==> src/design/bpfm_pkg.sv <==
// ----------------------------------------------------------------------------
// bpfm_pkg
// Shared types and constants for the battery pack fault monitor.
// ----------------------------------------------------------------------------
package bpfm_pkg;

   // cell and measurement widths
   localparam int unsigned TapWidth  = 15;
   localparam int unsigned CellWidth = 16;
   localparam int unsigned MeasWidth = 16;
   localparam int unsigned CsrWidth  = 16;
   localparam int unsigned NumCells  = 4;
   localparam int unsigned CsrIdxW   = 3;

   // fault codes, also the result encoding
   typedef enum logic [2:0] {
      FAULT_NONE = 3'd0,
      FAULT_UV   = 3'd1,
      FAULT_OV   = 3'd2,
      FAULT_OC   = 3'd3,
      FAULT_OT   = 3'd4
   } fault_type;

   // register indexes
   typedef enum logic [CsrIdxW-1:0] {
      CSR_UV_TRIP    = 3'd0,
      CSR_UV_RELEASE = 3'd1,
      CSR_OV_TRIP    = 3'd2,
      CSR_OV_RELEASE = 3'd3,
      CSR_OC_TRIP    = 3'd4,
      CSR_OC_RELEASE = 3'd5,
      CSR_OT_TRIP    = 3'd6,
      CSR_OT_RELEASE = 3'd7
   } csr_index_type;

   // threshold register set
   typedef struct packed {
      logic        [TapWidth-1:0]  uv_trip;
      logic        [TapWidth-1:0]  uv_release;
      logic        [TapWidth-1:0]  ov_trip;
      logic        [TapWidth-1:0]  ov_release;
      logic        [TapWidth-1:0]  oc_trip;
      logic        [TapWidth-1:0]  oc_release;
      logic signed [MeasWidth-1:0] ot_trip;
      logic signed [MeasWidth-1:0] ot_release;
   } cfg_type;

   // reset values of the thresholds
   localparam cfg_type CfgReset = '{
      uv_trip:    15'd3000,
      uv_release: 15'd3050,
      ov_trip:    15'd4250,
      ov_release: 15'd4150,
      oc_trip:    15'd15000,
      oc_release: 15'd2000,
      ot_trip:    16'sd5500,
      ot_release: 16'sd4500
   };

   // per-lane findings handed to the merge stage
   typedef struct packed {
      logic uv_trip;
      logic ov_trip;
      logic uv_clear;
      logic ov_clear;
   } lane_flags_type;

endpackage

==> src/design/battery_pack_fault_monitor.sv <==
// An accepted request's response appears in the output register in the next cycle.
// One transaction per cycle unless stalled; four cell lanes and the merge are combinational.
// The request side stalls only while a response is held and rsp_stall is high.
// Reset (synchronous, active high) clears the fault state to no fault, empties the
// output register and loads the default thresholds.
// ----------------------------------------------------------------------------
// battery_pack_fault_monitor
// Four-cell protection monitor with per-fault hysteresis and relay enable.
// ----------------------------------------------------------------------------
module battery_pack_fault_monitor (
   input  logic                                   clock,
   input  logic                                   reset,
   // configuration
   input  logic                                   csr_we,
   input  logic [bpfm_pkg::CsrIdxW-1:0]           csr_index,
   input  logic [bpfm_pkg::CsrWidth-1:0]          csr_wdata,
   // request channel
   input  logic                                   req_valid,
   output logic                                   req_stall,
   input  logic [bpfm_pkg::TapWidth-1:0]          req_tap1_mv,
   input  logic [bpfm_pkg::TapWidth-1:0]          req_tap2_mv,
   input  logic [bpfm_pkg::TapWidth-1:0]          req_tap3_mv,
   input  logic [bpfm_pkg::TapWidth-1:0]          req_tap4_mv,
   input  logic [bpfm_pkg::TapWidth-1:0]          req_cell1_offset_mv,
   input  logic signed [bpfm_pkg::MeasWidth-1:0]  req_current_ma,
   input  logic signed [bpfm_pkg::MeasWidth-1:0]  req_temp_centi,
   // response channel
   output logic                                   rsp_valid,
   input  logic                                   rsp_stall,
   output logic [2:0]                             rsp_fault,
   output logic                                   rsp_relay_closed,
   output logic [bpfm_pkg::TapWidth-1:0]          rsp_cell1_mv,
   output logic signed [bpfm_pkg::CellWidth-1:0]  rsp_cell2_mv,
   output logic signed [bpfm_pkg::CellWidth-1:0]  rsp_cell3_mv,
   output logic signed [bpfm_pkg::CellWidth-1:0]  rsp_cell4_mv
);

   bpfm_pkg::cfg_type        cfg_ff;
   bpfm_pkg::cfg_type        cfg_in;
   bpfm_pkg::fault_type      fault_ff;
   bpfm_pkg::fault_type      fault_in;
   logic                     rsp_valid_ff;
   logic                     rsp_valid_in;
   logic                     req_accept;
   logic [bpfm_pkg::TapWidth-1:0]         lane_hi [bpfm_pkg::NumCells];
   logic [bpfm_pkg::TapWidth-1:0]         lane_lo [bpfm_pkg::NumCells];
   logic signed [bpfm_pkg::CellWidth-1:0] lane_cell [bpfm_pkg::NumCells];
   bpfm_pkg::lane_flags_type              lane_flags [bpfm_pkg::NumCells];
   logic signed [bpfm_pkg::CellWidth-1:0] cell_ff [bpfm_pkg::NumCells];

   // register writes
   always_comb begin
      cfg_in = cfg_ff;
      if (csr_we) begin
         unique case (bpfm_pkg::csr_index_type'(csr_index))
            bpfm_pkg::CSR_UV_TRIP:    cfg_in.uv_trip    = csr_wdata[bpfm_pkg::TapWidth-1:0];
            bpfm_pkg::CSR_UV_RELEASE: cfg_in.uv_release = csr_wdata[bpfm_pkg::TapWidth-1:0];
            bpfm_pkg::CSR_OV_TRIP:    cfg_in.ov_trip    = csr_wdata[bpfm_pkg::TapWidth-1:0];
            bpfm_pkg::CSR_OV_RELEASE: cfg_in.ov_release = csr_wdata[bpfm_pkg::TapWidth-1:0];
            bpfm_pkg::CSR_OC_TRIP:    cfg_in.oc_trip    = csr_wdata[bpfm_pkg::TapWidth-1:0];
            bpfm_pkg::CSR_OC_RELEASE: cfg_in.oc_release = csr_wdata[bpfm_pkg::TapWidth-1:0];
            bpfm_pkg::CSR_OT_TRIP:    cfg_in.ot_trip    = $signed(csr_wdata);
            bpfm_pkg::CSR_OT_RELEASE: cfg_in.ot_release = $signed(csr_wdata);
            default:                  cfg_in = cfg_ff;
         endcase
      end
   end

   // handshake: output register frees when taken
   assign req_stall    = rsp_valid_ff & rsp_stall;
   assign req_accept   = req_valid & ~req_stall;
   assign rsp_valid_in = req_accept | (rsp_valid_ff & rsp_stall);

   // lane operands: bottom cell uses the offset and clamps
   assign lane_hi[0] = req_tap1_mv;
   assign lane_lo[0] = req_cell1_offset_mv;
   assign lane_hi[1] = req_tap2_mv;
   assign lane_lo[1] = req_tap1_mv;
   assign lane_hi[2] = req_tap3_mv;
   assign lane_lo[2] = req_tap2_mv;
   assign lane_hi[3] = req_tap4_mv;
   assign lane_lo[3] = req_tap3_mv;

   // cell lanes
   for (genvar g = 0; g < bpfm_pkg::NumCells; g++) begin : g_lane
      bpfm_cell_lane u_lane (
         .tap_hi     (lane_hi[g]),
         .tap_lo     (lane_lo[g]),
         .clamp_zero (g == 0),
         .cfg        (cfg_ff),
         .cell_mv    (lane_cell[g]),
         .flags      (lane_flags[g])
      );
   end

   // merge lanes into the fault state
   bpfm_fault_merge u_merge (
      .lane_flags (lane_flags),
      .current_ma (req_current_ma),
      .temp_centi (req_temp_centi),
      .cfg        (cfg_ff),
      .fault_cur  (fault_ff),
      .fault_next (fault_in)
   );

   // control registers
   always_ff @(posedge clock) begin
      if (reset) begin
         cfg_ff       <= bpfm_pkg::CfgReset;
         fault_ff     <= bpfm_pkg::FAULT_NONE;
         rsp_valid_ff <= 1'b0;
      end else begin
         cfg_ff       <= cfg_in;
         rsp_valid_ff <= rsp_valid_in;
         if (req_accept) fault_ff <= fault_in;
      end
   end

   // response payload
   always_ff @(posedge clock) begin
      if (req_accept) begin
         for (int i = 0; i < bpfm_pkg::NumCells; i++) cell_ff[i] <= lane_cell[i];
      end
   end

   // outputs; the fault register holds the last accepted result
   assign rsp_valid        = rsp_valid_ff;
   assign rsp_fault        = fault_ff;
   assign rsp_relay_closed = (fault_ff == bpfm_pkg::FAULT_NONE);
   assign rsp_cell1_mv     = cell_ff[0][bpfm_pkg::TapWidth-1:0];
   assign rsp_cell2_mv     = cell_ff[1];
   assign rsp_cell3_mv     = cell_ff[2];
   assign rsp_cell4_mv     = cell_ff[3];

endmodule

==> src/design/bpfm_cell_lane.sv <==
// ----------------------------------------------------------------------------
// bpfm_cell_lane
// One cell lane: tap difference, optional clamp at zero, threshold compares.
// ----------------------------------------------------------------------------
module bpfm_cell_lane (
   input  logic [bpfm_pkg::TapWidth-1:0]          tap_hi,
   input  logic [bpfm_pkg::TapWidth-1:0]          tap_lo,
   input  logic                                   clamp_zero,
   input  bpfm_pkg::cfg_type                      cfg,
   output logic signed [bpfm_pkg::CellWidth-1:0]  cell_mv,
   output bpfm_pkg::lane_flags_type               flags
);

   logic signed [bpfm_pkg::CellWidth:0] diff;
   logic signed [bpfm_pkg::CellWidth:0] cell_ext;
   logic signed [bpfm_pkg::CellWidth:0] uv_trip_ext;
   logic signed [bpfm_pkg::CellWidth:0] uv_rel_ext;
   logic signed [bpfm_pkg::CellWidth:0] ov_trip_ext;
   logic signed [bpfm_pkg::CellWidth:0] ov_rel_ext;

   // signed difference of the two taps
   assign diff = $signed({2'b00, tap_hi}) - $signed({2'b00, tap_lo});

   // clamp for the bottom cell
   assign cell_ext = (clamp_zero && diff[bpfm_pkg::CellWidth]) ? '0 : diff;
   assign cell_mv  = cell_ext[bpfm_pkg::CellWidth-1:0];

   // thresholds widened to the cell range
   assign uv_trip_ext = $signed({2'b00, cfg.uv_trip});
   assign uv_rel_ext  = $signed({2'b00, cfg.uv_release});
   assign ov_trip_ext = $signed({2'b00, cfg.ov_trip});
   assign ov_rel_ext  = $signed({2'b00, cfg.ov_release});

   // trip and release compares
   assign flags.uv_trip  = cell_ext < uv_trip_ext;
   assign flags.ov_trip  = cell_ext > ov_trip_ext;
   assign flags.uv_clear = cell_ext > uv_rel_ext;
   assign flags.ov_clear = cell_ext < ov_rel_ext;

endmodule

==> src/design/bpfm_fault_merge.sv <==
// ----------------------------------------------------------------------------
// bpfm_fault_merge
// Combines lane findings with current and temperature checks into the next
// fault state: priority trip first, then release of the held fault.
// ----------------------------------------------------------------------------
module bpfm_fault_merge (
   input  bpfm_pkg::lane_flags_type               lane_flags [bpfm_pkg::NumCells],
   input  logic signed [bpfm_pkg::MeasWidth-1:0]  current_ma,
   input  logic signed [bpfm_pkg::MeasWidth-1:0]  temp_centi,
   input  bpfm_pkg::cfg_type                      cfg,
   input  bpfm_pkg::fault_type                    fault_cur,
   output bpfm_pkg::fault_type                    fault_next
);

   logic any_uv;
   logic any_ov;
   logic all_uv_clear;
   logic all_ov_clear;
   logic oc_trip;
   logic oc_clear;
   logic ot_trip;
   logic ot_clear;
   logic signed [bpfm_pkg::MeasWidth:0] cur_ext;
   logic signed [bpfm_pkg::MeasWidth:0] oc_trip_pos;
   logic signed [bpfm_pkg::MeasWidth:0] oc_trip_neg;
   logic signed [bpfm_pkg::MeasWidth:0] oc_rel_pos;
   logic signed [bpfm_pkg::MeasWidth:0] oc_rel_neg;
   bpfm_pkg::fault_type tripped;

   // reduce lane findings
   always_comb begin
      any_uv       = 1'b0;
      any_ov       = 1'b0;
      all_uv_clear = 1'b1;
      all_ov_clear = 1'b1;
      for (int i = 0; i < bpfm_pkg::NumCells; i++) begin
         any_uv       = any_uv | lane_flags[i].uv_trip;
         any_ov       = any_ov | lane_flags[i].ov_trip;
         all_uv_clear = all_uv_clear & lane_flags[i].uv_clear;
         all_ov_clear = all_ov_clear & lane_flags[i].ov_clear;
      end
   end

   // current magnitude window
   assign cur_ext     = {current_ma[bpfm_pkg::MeasWidth-1], current_ma};
   assign oc_trip_pos = $signed({2'b00, cfg.oc_trip});
   assign oc_trip_neg = -oc_trip_pos;
   assign oc_rel_pos  = $signed({2'b00, cfg.oc_release});
   assign oc_rel_neg  = -oc_rel_pos;
   assign oc_trip     = (cur_ext > oc_trip_pos) || (cur_ext < oc_trip_neg);
   assign oc_clear    = (cur_ext > oc_rel_neg) && (cur_ext < oc_rel_pos);

   // temperature compares
   assign ot_trip  = temp_centi > cfg.ot_trip;
   assign ot_clear = temp_centi < cfg.ot_release;

   // priority trip overwrites the held fault
   always_comb begin
      if (any_uv)       tripped = bpfm_pkg::FAULT_UV;
      else if (any_ov)  tripped = bpfm_pkg::FAULT_OV;
      else if (oc_trip) tripped = bpfm_pkg::FAULT_OC;
      else if (ot_trip) tripped = bpfm_pkg::FAULT_OT;
      else              tripped = fault_cur;
   end

   // release of whichever fault is now held
   always_comb begin
      fault_next = tripped;
      case (tripped)
         bpfm_pkg::FAULT_UV: if (all_uv_clear) fault_next = bpfm_pkg::FAULT_NONE;
         bpfm_pkg::FAULT_OV: if (all_ov_clear) fault_next = bpfm_pkg::FAULT_NONE;
         bpfm_pkg::FAULT_OC: if (oc_clear)     fault_next = bpfm_pkg::FAULT_NONE;
         bpfm_pkg::FAULT_OT: if (ot_clear)     fault_next = bpfm_pkg::FAULT_NONE;
         default:            fault_next = tripped;
      endcase
   end

endmodule

==> config.mk <==
export PLATFORM = sky130hd
export DESIGN_NAME = battery_pack_fault_monitor
export DESIGN_NICKNAME = d
export VERILOG_FILES = /design/src/design/bpfm_pkg.sv /design/src/design/battery_pack_fault_monitor.sv /design/src/design/bpfm_cell_lane.sv /design/src/design/bpfm_fault_merge.sv
export SDC_FILE = /design/constraint.sdc
export NUM_CORES = 1
export LEC_CHECK = 0
export BUFFER_PORTS_ARGS = -buffer_cell sky130_fd_sc_hd__buf_2
export CORE_UTILIZATION = 42
export DETAILED_ROUTE_END_ITERATION = 12
export SYNTH_ARGS = -nofsm -noshare
export SYNTH_HDL_FRONTEND = slang
export SYNTH_SLANG_ARGS = --single-unit
==> constraint.sdc <==
create_clock -name clock -period 12.4 [get_ports clock]
set_input_delay 2.48 -clock clock [delete_from_list [all_inputs] [get_ports clock]]
set_output_delay 2.48 -clock clock [all_outputs]
set_load 0.02 [all_outputs]
==> flow_metrics.py <==
metrics = {
    "status": {
        "status": "finished clean",
    },
    "pwr": {
        "power.density_nw_per_um2": 112,
        "clkPwrFrac": 0.288,
        "sw_frac_of_total": 0.376,
        "power_frac_seq": 0.323,
        "power_leakage_nw": 9.18,
        "p_int_mw": 1.36,
        "combPwrFrac": 0.390,
        "vdd_drop_max_mv": 0.102,
        "switchingPower_mw": 0.818,
        "p_total_mw": 2.18,
    },
    "sta": {
        "setup_viol": 0,
        "final_hold_viol_count": 0,
        "rsz0062_at_grt": "false",
        "setup_tns_ns": 0,
        "finalMaxSlewViolations": 0,
        "relSlewSlack": 0.181,
        "clock-skew-final_ns": 0.0182,
        "fin_crit_ns": 7.33,
        "clock.fmax_mhz": 136,
        "fin_ws_ns": 5.07,
        "finalCritPeriodShare": 0.592,
        "tightest_slew_ns": 1.22,
    },
    "final_layout": {
        "stdcell_count": 2762,
        "nFillCells": 3932,
        "multi_input_area_sq_um": 11800,
        "final_cell_mix": "ha_1 (387), nand2_1 (240), inv_1 (211), buf_2 (198), a21oi_1 (180)",
        "syn_to_final_growth_pct": 13.0,
        "seqCellArea_sq_um": 4410,
        "final_common_cell": "ha_1",
        "drive_gt1_frac": 0.118,
        "nets": 2747,
        "antenna_cells": 0,
        "fin_util": 0.486,
    },
    "synthesis": {
        "avgSynthCellArea_sq_um": 8.43,
        "synth_cell_types": 74,
        "ys_seq_area_frac": 0.257,
        "synth_edf_count": 63,
        "synth_cells": 2039,
        "synthTopCellsByArea": "ha_1 (28%), dfxtp_1 (15%), edfxtp_1 (11%)",
        "synth_nets": 2561,
        "ys_warn_count": 0,
        "postSynth.asyncResetShare": 0,
        "synth_top_flop_cell": "dfxtp_1",
        "yosysTopAreaCell": "ha_1",
        "synth_area_sq_um": 17200,
        "synth_seq_cells": 189,
        "synth_top_area_frac": 0.282,
    },
    "placed_design": {
        "port_buffers": 199,
        "dp_hpwl_mm": 45.9,
        "post-place-cells": 2731,
        "place_congestion": 0.971,
        "dp_slack_ns": 4.72,
    },
    "clocking": {
        "cts_num_sinks": 189,
        "ctsHoldBuffers": 0,
        "clk_pin_slew_ns": 0.07,
        "clk_latency_ns": 0.47,
        "cts_resized": 0,
        "cts_max_level": 4,
        "postCtsSetupBuffers": 0,
        "cts_root_buf": "clkbuf_16",
        "clockBufferDepth": 2,
        "numCtsBuffers": 17,
        "cts_tree": "yes",
    },
    "routing": {
        "viasPerCell": 5.64,
        "wl_per_cell_microns": 20.6,
        "drc": 0,
        "ant_nets": 0,
        "dr.pass1.iters": 5,
        "drtIter0Drc": 1097,
        "vias": 15600,
        "drt-total-wl_mm": 56.9,
    },
    "global_route": {
        "grt_first_pass_wirelength_mm": 86.1,
        "track_usage": 0.273,
        "antenna_found_initial": 0,
        "grt_max_degree": 85,
        "overflow": 0,
        "grt_pass1_vias": 15400,
    },
    "floorplan": {
        "die_area_sq_um": 41700,
        "core_sq_um": 40000,
        "dieHeight_microns": 204,
        "floorplan.initialDensity": 0.430,
        "ios": 200,
        "die_w_microns": 204,
        "rows": 73,
    },
    "worst_setup_path": {
        "setup.worst_path.start_class": "input pin",
        "worstPathArrival_ns": 7.72,
        "critPathTopFamily": "simple AND/OR/NAND/NOR gates",
        "worst_path_largest_cell_delay_ns": 0.56,
        "crit_path_end_kind": "register",
        "crit_chain": "buf_2, inv_1, ha_1, fa_1, nor2b_1, o21ai_0, a21boi_1, o21ai_0, a21oi_1, a41oi_1, a21oi_1, xnor2_1, nor2_1, ha_1, and4_1, nand3_1, or4_4, a31oi_1, a2111oi_0, a211oi_2, nand3_1, or4b_1, a21oi_1",
        "required_ns": 12.78,
        "critPathSlowestCell": "or4_4",
        "crit_type": "in -> reg",
        "critical_path.most_common_cell": "a21oi_1",
        "critPathBufInv": 2,
        "path_max_fanout": 5,
    },
    "hold_path": {
        "min_path_type": "reg -> reg",
    },
    "flow_run": {
        "maxCapViolations": 0,
    },
}
==> layout make-up <==
class / count / share of cell area
multi-input cells: 1590 / 0.607
flip-flops and latches: 189 / 0.227
repair buffers: 216 / 0.0580
inverters: 211 / 0.0408
well taps: 525 / 0.0338
clock buffers: 22 / 0.0255
clock inverters: 9 / 0.00760
==> logic make-up (layout without fill, tap and decap cells) <==
kind of cell    count (synthesis)  in the layout  synth area share
fa+ha+maj                     391            391             0.286
xor+xnor                       70             70            0.0357
simple gates                  620            620             0.168
mux                             1              1          0.000582
buf+inv                       260            458            0.0579
flops                         189            189             0.257
compound gates                508            508             0.195
==> through the flow <==
stage | hold WS [ns] | cell area (sq um)
finish | 0.457 | 19400
global route | 0.473 | 19400
CTS | 0.457 | 19400
detailed placement | 0.447 | 18800
global placement | 0.442 | 18800
floorplan | 0.436 | 17200
==> worst paths after layout <==
kind,slack [ns],depth (start not counted),from,endpoint
setup / recovery,5.07,23,req_tap1_mv[0],rsp_fault[2]$_SDFFE_PP0P_
hold / removal,0.46,2,cfg_ff[30]$_SDFFE_PP0P_,cfg_ff[30]$_SDFFE_PP0P_
setup reg to reg,8.43,15,cfg_ff[34]$_SDFFE_PP0P_,rsp_fault[1]$_SDFFE_PP0P_
hold reg to reg,0.46,2,cfg_ff[30]$_SDFFE_PP0P_,cfg_ff[30]$_SDFFE_PP0P_
==> power by group through the flow <==
stage	combinational [mW]	sequential, mW	clock (mW)
detailed placement	0.836	0.717	0
floorplan	0.518	0.747	0
CTS	0.842	0.703	0.633
global route	0.940	0.706	0.658
finish	0.848	0.702	0.626
global placement	0.815	0.716	0
==> routing by layer <==
metal | track usage | share of wire
met4 | 0.0994 | 0.031
met3 | 0.0293 | 0.050
met2 | 0.472 | 0.48
met1 | 0.348 | 0.44
met5 | 0 | 0
==> state kept, by name, summed over array words and instances, names as in the netlist <==
register,cells
cell_ff,63
cfg_ff,122
rsp_fault,3
rsp_valid,1
==> synth_stat cells (18+ instances only) <==
| master | instances |
|---|---|
| ha_1 | 387 |
| a211oi_1 | 22 |
| nor2_1 | 146 |
| a21oi_1 | 180 |
| clkbuf_1 | 34 |
| a21o_1 | 58 |
| xor2_1 | 18 |
| dfxtp_1 | 126 |
| a211o_1 | 48 |
| nand3_1 | 35 |
| nand4_1 | 48 |
| nor3_1 | 33 |
| o21ai_0 | 65 |
| nand2b_1 | 25 |
| inv_1 | 211 |
| nand2_1 | 240 |
| xnor2_1 | 52 |
| edfxtp_1 | 63 |
| o21a_1 | 26 |
| nor2b_1 | 31 |
==> worst min-delay path, stage by stage (launching register included) <==
cell,delay [ns]
dfxtp_1,0.31
nand2_1,0.05
a21oi_1,0.05
(Power assumes the default switching activity.)
